--- src/sv/lik_pkg.sv ---
// shared types, constants and arithmetic helpers for the leg inverse kinematics block
package lik_pkg;

  // number of cordic rotation cells, at most 32
  localparam int unsigned CORDIC_STAGES = 24;
  // number of square root cells, one result bit each
  localparam int unsigned SQRT_STAGES = 32;

  typedef enum logic [1:0] {
    STAT_OK     = 2'd0,
    STAT_STROKE = 2'd1,
    STAT_NOSOL  = 2'd2
  } status_e;

  typedef enum logic {
    REG_LINK   = 1'b0,
    REG_STROKE = 1'b1
  } reg_idx_e;

  // one angle under rotation
  typedef struct packed {
    logic signed [33:0] x;
    logic signed [33:0] y;
    logic signed [33:0] z;
    logic               flip;
  } cordic_lane_t;

  // data handed between cordic cells
  typedef struct packed {
    cordic_lane_t [2:0] lane;
    logic [2:0][32:0]   pb;
    logic [2:0][31:0]   att;
  } cordic_data_t;

  // data handed between square root cells
  typedef struct packed {
    logic [61:0]        v;
    logic [62:0]        res;
    logic signed [37:0] nz;
    logic               nosol;
  } sqrt_data_t;

  // atan(2^-i) in angle units, 2^31 = pi
  function automatic logic [31:0] atan_val(input logic [4:0] i);
    logic [31:0] r;
    case (i)
      5'd0:  r = 32'h20000000;
      5'd1:  r = 32'h12E4051E;
      5'd2:  r = 32'h09FB385B;
      5'd3:  r = 32'h051111D4;
      5'd4:  r = 32'h028B0D43;
      5'd5:  r = 32'h0145D7E1;
      5'd6:  r = 32'h00A2F61E;
      5'd7:  r = 32'h00517C55;
      5'd8:  r = 32'h0028BE53;
      5'd9:  r = 32'h00145F2F;
      5'd10: r = 32'h000A2F98;
      5'd11: r = 32'h000517CC;
      5'd12: r = 32'h00028BE6;
      5'd13: r = 32'h000145F3;
      5'd14: r = 32'h0000A2FA;
      5'd15: r = 32'h0000517D;
      5'd16: r = 32'h000028BE;
      5'd17: r = 32'h0000145F;
      5'd18: r = 32'h00000A30;
      5'd19: r = 32'h00000518;
      5'd20: r = 32'h0000028C;
      5'd21: r = 32'h00000146;
      5'd22: r = 32'h000000A3;
      5'd23: r = 32'h00000051;
      5'd24: r = 32'h00000029;
      5'd25: r = 32'h00000014;
      5'd26: r = 32'h0000000A;
      5'd27: r = 32'h00000005;
      5'd28: r = 32'h00000003;
      5'd29: r = 32'h00000001;
      5'd30: r = 32'h00000001;
      default: r = 32'h00000000;
    endcase
    return r;
  endfunction

  // rounded q30 product: (a*b + 2^29) >> 30, floor shift
  function automatic logic signed [35:0] mq(input logic signed [35:0] a,
                                            input logic signed [35:0] b);
    logic signed [71:0] p;
    logic signed [71:0] r;
    p = 72'(a) * 72'(b);
    r = (p + 72'sd536870912) >>> 30;
    return r[35:0];
  endfunction

  // clamp a cordic output to [-1, 1] in q30
  function automatic logic signed [31:0] clamp_one(input logic signed [33:0] v);
    logic signed [31:0] r;
    if (v > 34'sd1073741824) begin
      r = 32'sd1073741824;
    end else if (v < -34'sd1073741824) begin
      r = -32'sd1073741824;
    end else begin
      r = v[31:0];
    end
    return r;
  endfunction

endpackage

--- src/sv/lik_cordic_cell.sv ---
// one cordic rotation cell, three angles side by side
module lik_cordic_cell (
  input  logic                  clk_i,
  input  logic                  rst_ni,
  input  logic [4:0]            idx_i,
  input  logic                  in_valid_i,
  input  lik_pkg::cordic_data_t in_i,
  output logic                  out_valid_o,
  output lik_pkg::cordic_data_t out_o
);

  logic                  valid_q;
  lik_pkg::cordic_data_t data_d, data_q;
  logic signed [33:0]    atan_w;

  assign atan_w = {2'b00, lik_pkg::atan_val(idx_i)};

  // micro-rotation toward zero residual angle
  always_comb begin
    logic signed [33:0] x, y, z, dx, dy;
    data_d = in_i;
    for (int k = 0; k < 3; k++) begin
      x  = in_i.lane[k].x;
      y  = in_i.lane[k].y;
      z  = in_i.lane[k].z;
      dx = y >>> idx_i;
      dy = x >>> idx_i;
      if (!z[33]) begin
        data_d.lane[k].x = x - dx;
        data_d.lane[k].y = y + dy;
        data_d.lane[k].z = z - atan_w;
      end else begin
        data_d.lane[k].x = x + dx;
        data_d.lane[k].y = y - dy;
        data_d.lane[k].z = z + atan_w;
      end
    end
  end

  always_ff @(posedge clk_i or negedge rst_ni) begin
    if (!rst_ni) begin
      valid_q <= 1'b0;
    end else begin
      valid_q <= in_valid_i;
    end
  end

  always_ff @(posedge clk_i) begin
    data_q <= data_d;
  end

  assign out_valid_o = valid_q;
  assign out_o       = data_q;

endmodule

--- config.mk ---
export PLATFORM = sky130hd
export DESIGN_NAME = lik_cordic_cell
export DESIGN_NICKNAME = d
export VERILOG_FILES = /design/src/sv/lik_pkg.sv /design/src/sv/lik_cordic_cell.sv
export SDC_FILE = /design/constraint.sdc
export NUM_CORES = 2
export LEC_CHECK = 0
export BUFFER_PORTS_ARGS = -buffer_cell sky130_fd_sc_hd__buf_2
export CAP_MARGIN = 10
export CORE_AREA = 8 8 392 394
export DETAILED_ROUTE_END_ITERATION = 7
export DIE_AREA = 0 0 400 402
export SYNTH_ARGS = -nofsm -noshare
export SYNTH_HDL_FRONTEND = slang
export SYNTH_SLANG_ARGS = --single-unit
--- constraint.sdc ---
create_clock -name clk_i -period 0.8 [get_ports clk_i]
set_input_delay 0.12 -clock clk_i [delete_from_list [all_inputs] [get_ports clk_i]]
set_output_delay 0.12 -clock clk_i [all_outputs]
set_load 0.02 [all_outputs]
# == Word-level counts from Yosys, hierarchy flattened ==
# Memory sizes are Yosys's and may differ from the RTL's.
# Index checks and enable logic that the tools add are counted.
# W data, S select, Z words.
# classes
add_sub_neg,18
n_shift,6
mux,3
# op_table
cell,n
$mux W102,3
$add A34 B34 Y34,6
$sshr A34 B5 Y34,6
$sub A34 B34 Y34,6
$add A34 B33 Y34,3
$sub A34 B33 Y34,3
# totals
register_bits,505
mem_bits_ro,960
out_inout_bits,505
elab_cells,47
n_memories,1
# mem_list
name,words,word_bits,rd,rd_clocked_by_memory_dff,write_ports,line,source
(name not given),32,30,1,0,0,lik_pkg.sv:46,case (i)

# == Logic depth before layout (Yosys ltp) ==
# depth
depth_word,3
mapped_depth,31

# == Worst setup path after synthesis ==
# No wires, ideal clock.
# synth_timing
kind,input port to flip-flop
startpoint,input port idx_i[1]
endpoint,register data_q (netlist bit out_o[332])
arrival_time_ps,6582
required_time_ps,728
path_slack_ps,-5854
path_stages,28
n_path_buf,5
cell_sequence,buf_2 > clkinv_1 > buf_2 > buf_2 > buf_2 > buf_1 > ha_1 > mux2_2 > a32o_1 > a31oi_1 > and3_1 > and3_1 > and2_1 > nand2_1 > nor4_4 > nor2_1 > mux2_2 > ha_1 > a21o_1 > a21o_1 > a21o_1 > a2111oi_0 > o211ai_1 > a211oi_1 > o211ai_1 > a31o_2 > a21oi_1 > xor2_1
# synth_rtl
item,line,source
from (decl),lik_cordic_cell.sv:5,"input logic [4:0] idx_i,"
to (signal assigned),lik_cordic_cell.sv:49,data_q <= data_d;
to (decl),lik_cordic_cell.sv:13,"lik_pkg::cordic_data_t data_d, data_q;"

==> run summary <==
Ports - 1017
Seq cells post-synth - 505
path type of the worst setup path - in2reg
Final Max Slew Viols - 0
Tcrit/Tclk final - 5.67
first-pass GRT wire length - 413000 um
Layout Cells excl Fill - 10682
Initial Util - 0.308
First-pass DRT Iterations - 5
Clk pin slew, worst setup/hold paths - 0.06 ns
RSZ-0062 raised after global routing - true
antenna-violating nets left - 0
worst-margin pin slew - 0.965 ns
Switch Pwr - 0.0689 W
H-tree levels - 2
Post-synth ARST share - 0.00198
Via Count - 58897
Slew headroom - 0.349
Placed Cells - 10009
final WL - 305000 um
largest net degree at the start of global routing - 35
Placer Congestion - 1.07
number of flops mapped to enable cells by yosys - 0
Syn. warnings - 0
Final Hold Violating Endpoints - 64
Initial DRC Count - 5563
Cells after Synth - 5118
Post-Syn Area - 45400 um2
Clk pwr share - 0.176
register area share after synthesis - 0.223
Bufs on Longest Clock Path - 3
Hold Slack - -0.341 ns
fraction of layout cells with a size suffix above 1 - 0.554
peak fanout along the critical path - 7
min-delay worst type - in2reg
Clock Sink Count - 505
fin nets - 9479
Die Area - 161000 um2
synthesized area per cell - 8.86 um2
setup TNS - -1131.24 ns
height of the die - 402 um
sw frac - 0.421
maximum clock frequency - 220 MHz
core area - 147000 um2
share of power burned in registers - 0.216
Die W - 400 um
Cell variety after synth - 110
Final Worst Setup Slack - -3.74 ns
Root Driver - clkbuf_16
area grow syn2layout - 80.6%
Final Critical Period - 4.54 ns
P_int - 0.0948 W
Post-CTS Hold Buffers - 202
vias in the first global route - 57359
WP data required - 1.39 ns
failing checks - hold timing, setup timing
cts bufs inserted - 59
gr ovfl total - 0
CP arrival - 5.13 ns
Remaining DRCs - 0
CTS tree - yes
max-cap violation count - 0
Layout Utilization - 0.557
initial antenna violation count - 73
Tot GR Track Use - 0.349
status - finished with violations
vias per cell - 5.51
Max VDD drop - 2.58 mV
CP endpoint kind - register
combinational power share - 0.608
Leak - 38.5 nW
drt wl/cell - 28.6 um
prevailing post-synth register cell - dfxtp_1
syn_nets - 5951
I/O Buffers - 1016
Final Power - 0.164 W
DP Wirelength - 248000 um
row count - 141
power per cell area - 2000 nW/um2
CP Launch Type - primary input
final setup violating endpoints - 811
==> Yosys cell counts (all sizes together), types with 75 or more instances <==
| cell type | count | share of area |
|---|---|---|
| dfxtp | 504 | 0.22 |
| xor2 | 150 | 0.029 |
| inv | 122 | 0.010 |
| buf | 167 | 0.023 |
| mux2 | 120 | 0.030 |
| mux2i | 224 | 0.050 |
| a21oi | 401 | 0.044 |
| clkbuf | 109 | 0.0090 |
| nor3 | 75 | 0.0088 |
| a31oi | 94 | 0.013 |
| nand2 | 394 | 0.033 |
| mux4 | 217 | 0.11 |
| ha | 312 | 0.086 |
| nor2 | 414 | 0.034 |
| xnor2 | 323 | 0.062 |
| o21ai | 274 | 0.030 |
| a21o | 144 | 0.024 |
==> cell usage in the layout (no fill, tap or decap), types with 53 or more instances in the layout <==
master	count
diode_2	58
nor2_1	349
xor2_1	137
mux2i_1	186
xnor2_1	280
a31oi_1	68
buf_6	132
dlygate4sd3_1	202
o21a_1	55
a21oi_2	133
buf_2	989
nor3_1	53
buf_4	2273
inv_1	111
mux2_2	102
o21ai_1	56
dfxtp_1	504
nand2b_1	56
ha_1	273
nand2_1	368
a21o_1	144
a21oi_1	254
o21ai_0	160
mux4_2	213
buf_12	104
clkbuf_16	71
==> power groups by stage <==
stage	Combinational, W	Sequential (W)	Clock [W]
after detailed placement	0.0863	0.0357	0
after floorplan	0.0338	0.0440	0
after CTS	0.0909	0.0354	0.0294
after global placement	0.0859	0.0358	0
after global routing	0.104	0.0358	0.0304
final	0.0995	0.0354	0.0288
==> what timing repair did <==
| action | in CTS | in global routing |
|---|---|---|
| hold endpoints to repair | 295 | 70 |
| gates resized for setup | 338 | 693 |
| buffers inserted | 104 | 213 |
| cloned | 12 | 11 |
| pin swaps | 131 | 541 |
| endpoints found under the setup margin | 811 | 811 |
==> kinds of logic (layout without fill, tap and decap cells) <==
| logic type | count (synthesis) | in the layout | share of synthesized area |
|---|---|---|---|
| AOI/OAI and AO/OA | 1520 | 1520 | 0.221 |
| DFF | 505 | 505 | 0.223 |
| muxes | 561 | 561 | 0.188 |
| and+or+nand+nor | 1338 | 1338 | 0.143 |
| buffers and inverters | 399 | 3975 | 0.0422 |
| other | 0 | 58 | 0 |
| adders and majority gates | 321 | 321 | 0.0900 |
| xor gates and xnor gates | 474 | 474 | 0.0918 |
==> flip-flops by register name, indices dropped and copies added (netlist names) <==
register / count
out_o: 504
out_valid_o: 1
==> final timing paths <==
check	start	endpoint	slack (ns)	cells after the start
worst max-delay path	idx_i[0]	out_o[435]$_DFF_P_	-3.74	26
worst min-delay path	in_i[402]	out_o[402]$_DFF_P_	-0.34	2
max in group asynchronous	rst_ni	out_valid_o$_DFF_PN0_	0.43	3
min in group asynchronous	rst_ni	out_valid_o$_DFF_PN0_	0.27	3
==> layout make-up <==
type | count | area [um2]
diodes | 58 | 145
clock buffers | 73 | 1650
clock inverters | 36 | 387
fillers | 13062 | 65200
inverters | 123 | 484
multi-input cells | 4214 | 38100
flip-flops and latches | 505 | 10100
well taps | 1930 | 2410
repair buffers | 3743 | 28600
==> stage by stage <==
step	instance area [um2]	setup slack, ns	hold slack [ns]
2_1_floorplan	46500	-4.50	-0.176
3_3_place_gp	70300	-4.92	-0.105
3_5_place_dp	70300	-4.92	-0.103
4_1_cts	76900	-3.60	-0.389
5_1_grt	81800	-3.91	-0.363
6_report	81900	-3.74	-0.341
==> metal layers <==
layer  vias to the layer above  global-route usage  part of all wire
li1                      26341                   -                 -
met1                     28504               0.433              0.39
met2                      3193               0.546              0.44
met3                       835              0.0867             0.095
met4                        24               0.207             0.076
met5                         -                   0           0.00051
==> critical path, stage by stage <==
cell	delay, ns
buf_16	0.15
buf_12	0.13
buf_16	0.11
buf_8	0.13
ha_4	0.13
nand2b_1	0.07
a21boi_2	0.15
mux4_2	0.50
ha_4	0.18
and3_4	0.14
buf_4	0.14
and3_4	0.19
nor2_1	0.15
xnor2_1	0.20
ha_1	0.31
a21o_1	0.18
a21o_1	0.18
a21o_1	0.21
a222oi_1	0.32
buf_4	0.21
nand4b_1	0.13
and2_4	0.22
a2111oi_4	0.39
o21bai_1	0.12
a21oi_1	0.17
xor2_1	0.15
Power figures use the tool's default switching activity.
