**src/sv/lik_pkg.sv**
```systemverilog
// shared types, constants and arithmetic helpers for the leg inverse kinematics block
package lik_pkg;

  // number of cordic rotation cells, at most 32
  localparam int unsigned CORDIC_STAGES = 24;
  // number of square root cells, one result bit each
  localparam int unsigned SQRT_STAGES = 32;

  typedef enum logic [1:0] {
    STAT_OK     = 2'd0,
    STAT_STROKE = 2'd1,
    STAT_NOSOL  = 2'd2
  } status_e;

  typedef enum logic {
    REG_LINK   = 1'b0,
    REG_STROKE = 1'b1
  } reg_idx_e;

  // one angle under rotation
  typedef struct packed {
    logic signed [33:0] x;
    logic signed [33:0] y;
    logic signed [33:0] z;
    logic               flip;
  } cordic_lane_t;

  // data handed between cordic cells
  typedef struct packed {
    cordic_lane_t [2:0] lane;
    logic [2:0][32:0]   pb;
    logic [2:0][31:0]   att;
  } cordic_data_t;

  // data handed between square root cells
  typedef struct packed {
    logic [61:0]        v;
    logic [62:0]        res;
    logic signed [37:0] nz;
    logic               nosol;
  } sqrt_data_t;

  // atan(2^-i) in angle units, 2^31 = pi
  function automatic logic [31:0] atan_val(input logic [4:0] i);
    logic [31:0] r;
    case (i)
      5'd0:  r = 32'h20000000;
      5'd1:  r = 32'h12E4051E;
      5'd2:  r = 32'h09FB385B;
      5'd3:  r = 32'h051111D4;
      5'd4:  r = 32'h028B0D43;
      5'd5:  r = 32'h0145D7E1;
      5'd6:  r = 32'h00A2F61E;
      5'd7:  r = 32'h00517C55;
      5'd8:  r = 32'h0028BE53;
      5'd9:  r = 32'h00145F2F;
      5'd10: r = 32'h000A2F98;
      5'd11: r = 32'h000517CC;
      5'd12: r = 32'h00028BE6;
      5'd13: r = 32'h000145F3;
      5'd14: r = 32'h0000A2FA;
      5'd15: r = 32'h0000517D;
      5'd16: r = 32'h000028BE;
      5'd17: r = 32'h0000145F;
      5'd18: r = 32'h00000A30;
      5'd19: r = 32'h00000518;
      5'd20: r = 32'h0000028C;
      5'd21: r = 32'h00000146;
      5'd22: r = 32'h000000A3;
      5'd23: r = 32'h00000051;
      5'd24: r = 32'h00000029;
      5'd25: r = 32'h00000014;
      5'd26: r = 32'h0000000A;
      5'd27: r = 32'h00000005;
      5'd28: r = 32'h00000003;
      5'd29: r = 32'h00000001;
      5'd30: r = 32'h00000001;
      default: r = 32'h00000000;
    endcase
    return r;
  endfunction

  // rounded q30 product: (a*b + 2^29) >> 30, floor shift
  function automatic logic signed [35:0] mq(input logic signed [35:0] a,
                                            input logic signed [35:0] b);
    logic signed [71:0] p;
    logic signed [71:0] r;
    p = 72'(a) * 72'(b);
    r = (p + 72'sd536870912) >>> 30;
    return r[35:0];
  endfunction

  // clamp a cordic output to [-1, 1] in q30
  function automatic logic signed [31:0] clamp_one(input logic signed [33:0] v);
    logic signed [31:0] r;
    if (v > 34'sd1073741824) begin
      r = 32'sd1073741824;
    end else if (v < -34'sd1073741824) begin
      r = -32'sd1073741824;
    end else begin
      r = v[31:0];
    end
    return r;
  endfunction

endpackage

```
**src/sv/lik_sqrt_cell.sv**
```systemverilog
// one restoring square root cell, one result bit
module lik_sqrt_cell (
  input  logic                clk_i,
  input  logic                rst_ni,
  input  logic [4:0]          idx_i,
  input  logic                in_valid_i,
  input  lik_pkg::sqrt_data_t in_i,
  output logic                out_valid_o,
  output lik_pkg::sqrt_data_t out_o
);

  logic                valid_q;
  lik_pkg::sqrt_data_t data_d, data_q;
  logic [63:0]         bit_w, sum_w;

  assign bit_w = 64'd1 << (6'd62 - {idx_i, 1'b0});
  assign sum_w = {1'b0, in_i.res} + bit_w;

  // trial subtract of the next bit pair
  always_comb begin
    data_d = in_i;
    if ({2'b00, in_i.v} >= sum_w) begin
      data_d.v   = in_i.v - sum_w[61:0];
      data_d.res = (in_i.res >> 1) + bit_w[62:0];
    end else begin
      data_d.res = in_i.res >> 1;
    end
  end

  always_ff @(posedge clk_i or negedge rst_ni) begin
    if (!rst_ni) begin
      valid_q <= 1'b0;
    end else begin
      valid_q <= in_valid_i;
    end
  end

  always_ff @(posedge clk_i) begin
    data_q <= data_d;
  end

  assign out_valid_o = valid_q;
  assign out_o       = data_q;

endmodule
```
**config.mk**
```make
export PLATFORM = sky130hd
export DESIGN_NAME = lik_sqrt_cell
export DESIGN_NICKNAME = d
export VERILOG_FILES = /design/src/sv/lik_pkg.sv /design/src/sv/lik_sqrt_cell.sv
export SDC_FILE = /design/constraint.sdc
export NUM_CORES = 1
export LEC_CHECK = 0
export BUFFER_PORTS_ARGS = -buffer_cell sky130_fd_sc_hd__buf_4
export CAP_MARGIN = 20
export CORE_ASPECT_RATIO = 2
export CORE_UTILIZATION = 40
export DETAILED_ROUTE_END_ITERATION = 10
export GPL_TIMING_DRIVEN = 0
export PLACE_DENSITY = 0.76
export SLEW_MARGIN = 20
export SYNTH_ARGS = -nofsm -noshare
export SYNTH_HDL_FRONTEND = slang
export SYNTH_SLANG_ARGS = --single-unit
export TNS_END_PERCENT = 10
```
**constraint.sdc**
```tcl
create_clock -name clk_i -period 0.8 [get_ports clk_i]
set_clock_uncertainty 0.15 [all_clocks]
set_input_delay 0.08 -clock clk_i [delete_from_list [all_inputs] [get_ports clk_i]]
set_output_delay 0.08 -clock clk_i [all_outputs]
set_load 0.02 [all_outputs]
```
Yosys cells after proc, flatten, opt, wreduce, memory -nomap -nowiden
Cells that the tools add are included.
{"block": "op_classes", "add_sub_neg": 4, "mul": 0, "eq_ne": 0, "magnitude_cmp": 1, "reduce_logical": 0, "n_bitwise": 0, "n_shift": 1, "n_div": 0, "muxes": 2}
{"op": "$mux W62", "count": 2}
{"op": "$add A63 B64 Y64", "count": 1}
{"op": "$ge A62 B64 Y1", "count": 1}
{"op": "$shl A1 B6 Y64 const A", "count": 1}
{"op": "$add A62 B63 Y63", "count": 1}
{"op": "$sub A62 B62 Y62", "count": 1}
{"op": "$sub A6 B6 Y6 const A", "count": 1}
{"block": "totals", "memories": 0, "in_bits": 172, "latchBits": 0, "ramBits": 0, "word_cells": 14, "romBits": 0, "reg_bits": 165, "output_inout_bits": 165}

Logic depth before layout (Yosys ltp)
Gate-level depths: netlist of the first run.
{"block": "logic_depth", "word_depth": 5, "ltp_mapped": 29}

Worst setup path after synthesis of the first run
Ideal clock, no wire load.
{"block": "synth_path", "path_type": "input -> register", "start": "input port idx_i[1]", "end": "register data_q, in the netlist out_o[106]", "stages": 24, "required_ns": 0.529, "setup_ns": 0.121, "slack_ns": -4.913, "n_path_buf": 3, "arrival_time_ns": 5.442, "path_cell_list": "buf_2 or3b_2 nor2_1 ha_1 and4_1 a21oi_1 a31oi_1 o31ai_1 o31ai_1 a21boi_0 xor2_1 ha_1 clkbuf_1 nand4_1 nor3_1 nand2_1 nor4_1 and3_1 o21ai_0 a221oi_1 o21ai_1 nor2_2 buf_6 mux2_4"}
{"item": "start: declaration", "line": "lik_sqrt_cell.sv:5", "text": "input logic [4:0] idx_i,"}
{"item": "end signal: assignment", "line": "lik_sqrt_cell.sv:39", "text": "data_q <= data_d;"}
{"item": "end: declaration", "line": "lik_sqrt_cell.sv:13", "text": "lik_pkg::sqrt_data_t data_d, data_q;"}

==> key figures, run 1 <==
Outcome
  • Run status: finished, violations left
  • Failing checks: negative hold slack, negative setup slack

Logic synthesis
  • Yosys top cell by area: dfxtp_1
  • Synth Flop Type: dfxtp_1
  • Cells after Synth: 1698
  • Seq/Total Area, Yosys: 23.9%
  • Synth cell types: 83
  • Mean Syn Cell Area: 8.15 sq um
  • Top-area cell type share of the netlist area: 23.7%
  • Syn nets: 1994
  • Yosys warns: 0
  • Ys async rst share: 0.606%
  • FF+latch count, synth: 165
  • Post-Syn Area: 13800 sq um
  • Post-synth EDFFs: 0
  • Dominant cells by area after synthesis: dfxtp_1, ha_1, o21ai_0

Pwr
  • Comb power frac: 44.8%
  • NetSw: 0.0123 W
  • Cell Int Power: 0.0212 W
  • Switching part of the total: 36.7%
  • Sequential share of power: 28.5%
  • Static leakage: 9.71 nW
  • Power Dens Cells: 1450 nW/um^2
  • Clock power share: 26.7%
  • Peak VDD IR: 1.64 mV

Die
  • Boundary pin count: 337
  • Cell Rows: 96
  • Die H: 265 um
  • Core ar.: 34200 sq um
  • Die ar.: 35400 sq um
  • Initial Util: 40.4%
  • Die Wd: 134 um

Timing
  • Final Cycle Share: 677%
  • Max Freq: 185 MHz
  • Worst rel slew slack: 34.9%
  • Final Hold Fails: 48
  • Hold WS: -0.318 ns
  • Pins Over Slew Limit: 0
  • RSZ-0062 raised after global routing: true
  • Final Setup Violations: 290
  • Post-route setup slack: -4.62 ns
  • Worst-margin pin slew: 0.976 ns
  • Post-route minimum period: 5.42 ns

Cells and area
  • Fraction of layout cells with a size suffix above 1: 44.6%
  • Antenna cells: 0
  • FF/Latch Area: 3510 sq um
  • Final Util: 67.5%
  • Non-Filler Instances: 2766
  • FILL cells: 2597
  • Post-layout net count: 2608
  • Area delta synth->final: 66.9%
  • Footprint of the multi-input gates: 12000 sq um
  • Post-route cell area: 23100 sq um

Clock tree
  • Sink Count: 165
  • Clk slew on worst S/H paths: 0.07 ns
  • CTS tree: built
  • Deepest clock path buffer count: 2
  • CTS Root Cell: clkbuf_16
  • Hold buffer count at CTS: 109
  • CTS buffer count: 17
  • H-Tree Depth: 4

Place
  • I/O Buffers: 332
  • Placed insts: 2471
  • Placed instance area: 17100 sq um
  • Pre-CTS setup slack: -6.76 ns
  • Final HPWL DP: 45600 um
  • Gpl congestion: 0.992

Critical path
  • CP Class: in -> reg
  • Worst EP arrival: 5.62 ns
  • Worst path max stage delay: 0.45 ns
  • CP max-delay cell: or3b_4
  • CP Max Fanout: 8
  • Crit start category: primary input
  • Critical Path RT: 1.01 ns
  • Top cell by count, worst path: buf_4
  • Setup crit end kind: register

Run
  • Max_cap viols: 0

GRT
  • First-pass GRT wire length: 95600 um
  • Vias in the first global route: 17400
  • Largest net degree at the start of global routing: 17
  • GRT Residual Overflow: 0
  • Total track usage: 36.0%
  • Initial antenna violation count: 2

Drt
  • DRC viols: 0
  • Drt via density: 6.16
  • First-pass DRT Iterations: 5
  • Final wirelength: 67000 um
  • DRT antenna net count: 0
  • Drt wl/cell: 24.2 um
  • DRT iter0 DRCs: 1092
  • Vias: 17000

Min path
  • Min-Delay Path Class: in -> reg
==> power by group through the flow <==
| stage | combinational (W) | sequential [W] | clock (W) |
|---|---|---|---|
| floorplan | 0.00546 | 0.0104 | 0 |
| global placement | 0.0105 | 0.00941 | 0 |
| detailed placement | 0.0106 | 0.00943 | 0 |
| CTS | 0.0135 | 0.00925 | 0.00903 |
| global route | 0.0157 | 0.00962 | 0.00938 |
| finish | 0.0150 | 0.00956 | 0.00897 |
==> layout make-up <==
type,count,area share [%]
clock buffers,18,1.86
clock inverters,14,0.823
repair buffers,608,25.0
plain buffers,56,2.37
multi-input cells,1429,51.8
flip-flops and latches,165,15.2
well taps,441,2.39
inverters,35,0.569
==> cells in the final DEF, fill, tap and decap left out, types with 18 or more instances in the layout <==
cell | synthesis | routed
xor2_1 | 84 | 68
and3_1 | 30 | 24
o21ai_1 | 3 | 31
o21ai_0 | 152 | 76
a21oi_1 | 112 | 94
buf_6 | 6 | 184
dfxtp_2 | 0 | 160
nor2_1 | 126 | 107
mux2_4 | 50 | 50
ha_4 | 0 | 22
ha_1 | 123 | 93
a31oi_1 | 49 | 37
o21a_1 | 21 | 20
o21ai_2 | 1 | 28
inv_1 | 35 | 34
o21ai_4 | 0 | 21
a21o_1 | 40 | 40
buf_4 | 1 | 302
o21bai_1 | 22 | 18
clkbuf_1 | 51 | 28
nand2_1 | 136 | 126
nand3_1 | 41 | 37
dlygate4sd3_1 | 0 | 109
nand4_1 | 36 | 36
nor3_1 | 42 | 35
nor2b_1 | 20 | 18
clkbuf_16 | 0 | 27
xnor2_1 | 84 | 74
==> kinds of logic (layout without fill, tap and decap cells) <==
| group | count (synthesis) | in the layout | share of synthesized area (%) |
|---|---|---|---|
| AO/OA/AOI/OAI | 554 | 554 | 25.8 |
| AND/OR/NAND/NOR | 520 | 520 | 18.7 |
| XOR/XNOR | 169 | 169 | 10.7 |
| flip-flops | 165 | 165 | 23.9 |
| adder cells (fa/ha/maj) | 128 | 128 | 11.6 |
| buffers and inverters | 104 | 731 | 3.25 |
| multiplexers | 58 | 58 | 6.06 |
==> per-layer routing <==
metal	global-route usage (%)	vias up	wire length, um
li1	-	7531	-
met1	31.2	8017	20200
met2	65.5	1024	34200
met3	8.46	462	4750
met4	36.6	4	7730
met5	0	-	27
==> flip-flops by register name (all words and copies together), names as in the netlist <==
| register | flops |
|---|---|
| out_o | 164 |
| out_valid_o | 1 |
==> repair_timing <==
item	in CTS	in global routing
endpoints found under the setup margin	290	290
pin swaps	124	53
resized for setup	406	380
cloned	6	4
setup buffers	139	20
hold endpoints to repair	156	48
==> worst paths after layout <==
check | from | endpoint | slack (ns) | depth (start not counted)
setup / recovery | idx_i[1] | out_o[151] | -4.62 | 30
hold / removal | in_i[160] | out_o[160] | -0.32 | 2
max in group asynchronous | rst_ni | out_valid_o | 0.10 | 3
min in group asynchronous | rst_ni | out_valid_o | 0.29 | 3
==> critical path, delay by kind of cell <==
| kind | cells | cell delay (ns) |
|---|---|---|
| compound gates | 9 | 1.42 |
| xor+xnor | 1 | 0.18 |
| fa+ha+maj | 2 | 0.50 |
| buf+inv | 9 | 1.37 |
| mux | 1 | 0.34 |
| simple gates | 8 | 1.72 |
==> cell usage after synthesis, types with 7 or more instances <==
master and count:
a211oi_1 19, a21boi_0 14, a21o_1 40, a21oi_1 112
a311oi_1 7, a31o_2 15, a31oi_1 49, and2_1 17
and3_1 30, and4_1 9, buf_2 9, clkbuf_1 51
dfxtp_1 164, ha_1 123, inv_1 35, mux2_4 50
nand2_1 136, nand2b_1 15, nand3_1 41, nand4_1 36
nor2_1 126, nor2b_1 20, nor3_1 42, nor4_1 7
o211ai_1 14, o21a_1 21, o21ai_0 152, o21bai_1 22
o31ai_1 20, or3_1 13, xnor2_1 84, xor2_1 84
==> per-stage QoR <==
stage / setup TNS [ns] / power [W]
finish: -616.84 / 0.0336
global route: -641.91 / 0.0347
CTS: -574.17 / 0.0318
detailed placement: -755.98 / 0.0200
global placement: -755.16 / 0.0199
floorplan: -521.21 / 0.0159
(Power assumes the default switching activity.)
==> inputs of run 2 (changes only) <==
--- a/config.mk
+++ b/config.mk
@@ -5,13 +5,14 @@
 export SDC_FILE = /design/constraint.sdc
 export NUM_CORES = 1
 export LEC_CHECK = 0
+export ABC_AREA = 1
 export BUFFER_PORTS_ARGS = -buffer_cell sky130_fd_sc_hd__buf_4
 export CAP_MARGIN = 20
 export CORE_ASPECT_RATIO = 2
 export CORE_UTILIZATION = 40
 export DETAILED_ROUTE_END_ITERATION = 10
 export GPL_TIMING_DRIVEN = 0
-export PLACE_DENSITY = 0.76
+export PLACE_DENSITY = 0.74
 export SLEW_MARGIN = 20
 export SYNTH_ARGS = -nofsm -noshare
 export SYNTH_HDL_FRONTEND = slang
==> run 2 against run 1 <==
The run now fails in global routing (5_1_grt). Synthesized cell count is 77% higher. Area after synthesis increased by 24%.
==> key figures, run 2 <==
Logic synthesis
  • Post-Syn Area: 17200 sq um
  • Synth top cells by count: nand2_1, inv_1, nor2_1, nand3_1, o21ai_0
  • Most numerous cell in the Yosys netlist: nand2_1
  • Yosys warns: 0
  • Cells after Synth: 3007
  • FF+latch count, synth: 165
  • Synth Flop Type: dfxtp_1
  • Top-area cell type share of the netlist area: 20.0%
  • Seq/Total Area, Yosys: 19.3%
  • Yosys top cell by area: nand2_1
  • Syn nets: 3303
  • Mean Syn Cell Area: 5.71 sq um
  • Post-synth EDFFs: 0
  • Dominant cells by area after synthesis: nand2_1, dfxtp_1, inv_1
  • Ys async rst share: 0.606%
  • Synth cell types: 45

Timing
  • Worst EP post-GRT repair: out_o[39]$_DFF_P_/D
  • Worst endpoint type: register input

Die
  • Boundary pin count: 337
  • Die Wd: 149 um
  • Initial Util: 40.5%
  • Die H: 295 um
  • Cell Rows: 107

Outcome
  • Tool error: [ERROR GRT-0232] Routing congestion too high. Check the congestion heatmap in the GUI.
  • Run status: aborted with a tool error
  • Last stage: global routing (5_1_grt)

Clock tree
  • CTS buffer count: 17
  • Deepest clock path buffer count: 2
  • Sink Count: 165
  • H-Tree Depth: 4
  • CTS Root Cell: clkbuf_16

GRT
  • GRT Residual Overflow: 1
  • Largest net degree at the start of global routing: 18
  • Total track usage: 52.3%

Place
  • Final HPWL DP: 77500 um
  • Gpl congestion: 1.04
  • I/O Buffers: 334
## run 2: metrics by stage
stage	setup TNS, ns	instances	setup slack [ns]	area [sq um]
2_1_floorplan	-389.78	3007	-3.15	17400
3_3_place_gp	-800.04	3886	-6.74	20600
3_5_place_dp	-730.98	3887	-6.19	20600
4_1_cts	-471.17	4210	-3.35	26400
## run 2: repair_timing
action,4_1_cts
endpoints found under the setup margin,290
hold buffers,163
buffers inserted,121
resized for setup,585
pin swaps,101
gates cloned,7
hold endpoints to repair,165
## run 2: layer usage
metal / overflow / global-route usage [%]
met1: 0 / 44.9
met2: 0 / 86.7
met3: 0 / 16.1
met4: 1 / 66.5
met5: 0 / 0.682
## run 2: cells by family after synthesis
| group | synth area share [%] |
|---|---|
| DFF | 19.3 |
| buffers and inverters | 10.7 |
| xor gates and xnor gates | 6.93 |
| adders and majority gates | 9.07 |
| AOI/OAI and AO/OA | 13.9 |
| and+or+nand+nor | 40.2 |
==> inputs of run 3 (changes only) <==
--- a/config.mk
+++ b/config.mk
@@ -8,11 +8,10 @@
 export ABC_AREA = 1
 export BUFFER_PORTS_ARGS = -buffer_cell sky130_fd_sc_hd__buf_4
 export CAP_MARGIN = 20
-export CORE_ASPECT_RATIO = 2
-export CORE_UTILIZATION = 40
+export CORE_UTILIZATION = 25
 export DETAILED_ROUTE_END_ITERATION = 10
 export GPL_TIMING_DRIVEN = 0
-export PLACE_DENSITY = 0.74
+export PLACE_DENSITY_LB_ADDON = 0.15
 export SLEW_MARGIN = 20
 export SYNTH_ARGS = -nofsm -noshare
 export SYNTH_HDL_FRONTEND = slang
==> constraint.sdc (replaced) <==
create_clock -name clk_i -period 1 [get_ports clk_i]
set_clock_uncertainty 0.15 [all_clocks]
set_input_delay 0.1 -clock clk_i [delete_from_list [all_inputs] [get_ports clk_i]]
set_output_delay 0.1 -clock clk_i [all_outputs]
set_load 0.02 [all_outputs]
==> run 3 against run 2 <==
The flow now finishes, with violations (negative hold slack, negative setup slack). Synthesized cell count is the same. Area after synthesis is the same.
==> key figures, run 3 <==
Logic synthesis
  • Yosys top cell by area: nand2_1
  • Syn nets: 3303
  • FF+latch count, synth: 165
  • Synth top cells by count: nand2_1, inv_1, nor2_1, nand3_1, o21ai_0
  • Fraction of synthesized cell area in xor and xnor cells: 6.93%
  • Cells after Synth: 3007
  • Post-synthesis mux area share: 0%
  • Most numerous cell in the Yosys netlist: nand2_1
  • Synth Area in Simple Gates: 40.2%
  • Complex-gate fraction of the synthesized area: 13.9%
  • Ys async rst share: 0.606%
  • Seq/Total Area, Yosys: 19.3%
  • Top-area cell type share of the netlist area: 20.0%
  • Dominant cells by area after synthesis: nand2_1, dfxtp_1, inv_1
  • Post-Syn Area: 17200 sq um
  • Synth Flop Type: dfxtp_1
  • Synth cell types: 45
  • Post-synth EDFFs: 0
  • Mean Syn Cell Area: 5.71 sq um
  • Yosys warns: 0
  • Largest family of logic cells by synthesized area: simple AND/OR/NAND/NOR gates
  • Adder-Cell Fraction of Synth Area: 9.07%

Clock tree
  • Clk slew on worst S/H paths: 0.08 ns
  • Sink Count: 165
  • CTS Root Cell: clkbuf_16
  • Deepest clock path buffer count: 2
  • CTS tree: built
  • CTS buffer count: 17
  • H-Tree Depth: 4

Pwr
  • Power Dens Cells: 975 nW/um^2
  • Static leakage: 13.2 nW
  • Peak VDD IR: 1.00 mV

Timing
  • Worst rel slew slack: 52.5%
  • Hold WS: -0.0202 ns
  • Final Cycle Share: 416%
  • Final Setup Violations: 290
  • Post-route setup slack: -3.16 ns
  • Pins Over Slew Limit: 0
  • Final Hold Fails: 1
  • Worst-margin pin slew: 0.704 ns
  • TNS Setup: -416.03 ns
  • RSZ-0062 raised after global routing: true
  • Max Freq: 241 MHz
  • Post-route minimum period: 4.16 ns

GRT
  • Initial antenna violation count: 1
  • Total track usage: 25.1%
  • Vias in the first global route: 22300
  • GRT Residual Overflow: 0
  • First-pass GRT wire length: 132000 um
  • Largest net degree at the start of global routing: 19

Place
  • Final HPWL DP: 71300 um
  • Placed instance area: 21000 sq um
  • I/O Buffers: 334
  • Gpl congestion: 0.978
  • Pre-CTS setup slack: -5.69 ns
  • Placed insts: 4214

Die
  • Cell Rows: 95
  • Die H: 264 um
  • Boundary pin count: 337
  • Die Wd: 264 um
  • Initial Util: 25.4%
  • Core ar.: 67600 sq um
  • Die ar.: 69800 sq um

Cells and area
  • Post-layout net count: 4018
  • Most common cell after layout, fill and taps aside: nand2_1
  • Post-route cell area: 29200 sq um
  • Non-Filler Instances: 4608
  • FILL cells: 7128
  • Largest register FFs: 164
  • Area delta synth->final: 69.8%
  • Fraction of layout cells with a size suffix above 1: 35.0%
  • Most frequent cells in the layout: nand2_1, inv_1, buf_4
  • Antenna cells: 0

Min path
  • Min-Delay Path Class: in -> reg

Run
  • Max_cap viols: 0

Critical path
  • CP Class: in -> reg
  • Setup crit end kind: register
  • CP Buf/Inv Count: 8
  • Crit start category: primary input
  • CP Max Fanout: 7
  • Top cell by count, worst path: nand2_4
  • Critical Path RT: 1.25 ns
  • Top cell family by delay on the critical path: simple AND/OR/NAND/NOR gates
  • Worst path max stage delay: 0.33 ns
  • CP max-delay cell: ha_4
  • Worst EP arrival: 4.40 ns

Drt
  • Final wirelength: 89900 um
  • First-pass DRT Iterations: 6
  • DRC viols: 0
  • Drt wl/cell: 19.5 um
  • Vias: 22200
  • DRT iter0 DRCs: 1223
  • DRT antenna net count: 0
  • Drt via density: 4.82

Outcome
  • Failing checks: negative hold slack, negative setup slack
  • Run status: finished, violations left
-- run 3: cell counts after synthesis --
No cell type changed its count.
-- run 3: through the flow --
step	util [%]	power, W	hold WS [ns]
finish	43.2	0.0284	-0.0202
global placement	31.0	0.0177	-0.274
detailed placement	31.0	0.0176	-0.274
global route	43.2	0.0300	0.0111
CTS	40.1	0.0273	-0.308
floorplan	-	0.0134	-0.346
-- run 3: repair_timing --
item                       CTS  global route
hold buffers               164             1
setup endpoints to repair  290           290
cloned                       8             4
pin swaps                  162           138
buffers inserted           145            41
gates resized for setup    598           532
hold endpoints to repair   165             1
-- run 3: logic make-up (layout without fill, tap and decap cells) --
| kind of cell | Yosys count | after routing |
|---|---|---|
| simple gates | 1679 | 1679 |
| xor+xnor | 136 | 136 |
| fa+ha+maj | 124 | 124 |
| flops | 165 | 165 |
| buf+inv | 470 | 1198 |
| compound gates | 433 | 433 |
-- run 3: where the power goes --
group	switching, W	internal (W)	total, W	leakage, nW
Clock	0.00356	0.00332	0.00689	0.284
Combinational	0.00774	0.00598	0.0137	11.5
Sequential	0.000344	0.00749	0.00783	1.40
-- run 3: worst paths after layout --
path | start | end | slack, ns | cells past startpoint
setup / recovery | idx_i[3] | out_o[109] | -3.16 | 33
hold / removal | in_i[97] | out_o[97] | -0.02 | 6
max in group asynchronous | rst_ni | out_valid_o | 0.31 | 3
min in group asynchronous | rst_ni | out_valid_o | 0.29 | 3
-- run 3: tightest hold or removal path: cells and delay by family --
kind                   cells  cell delay [ns]
buffers and inverters      1             0.13
AOI/OAI and AO/OA          1             0.09
and+or+nand+nor            4             0.27
-- run 3: cell type report --
class,instances,area [sq um],area share [%]
Buffer,46,642,2.20
Clock buffer,17,425,1.46
Clock inverter,15,154,0.527
Inverter,424,1620,5.53
Multi-Input combinational cell,2372,15200,52.2
Sequential cell,165,3490,12.0
Tap cell,873,1090,3.74
Timing Repair Buffer,696,6530,22.4
-- run 3: routing by layer --
layer	GRT usage [%]	share of wire [%]	routed length [um]	up-vias
met2	44.1	49	43800	630
met4	11.8	4.6	4170	0
met1	30.6	43	38400	10300
li1	-	-	-	11100
met5	0	0	0	-
met3	2.60	3.9	3530	150
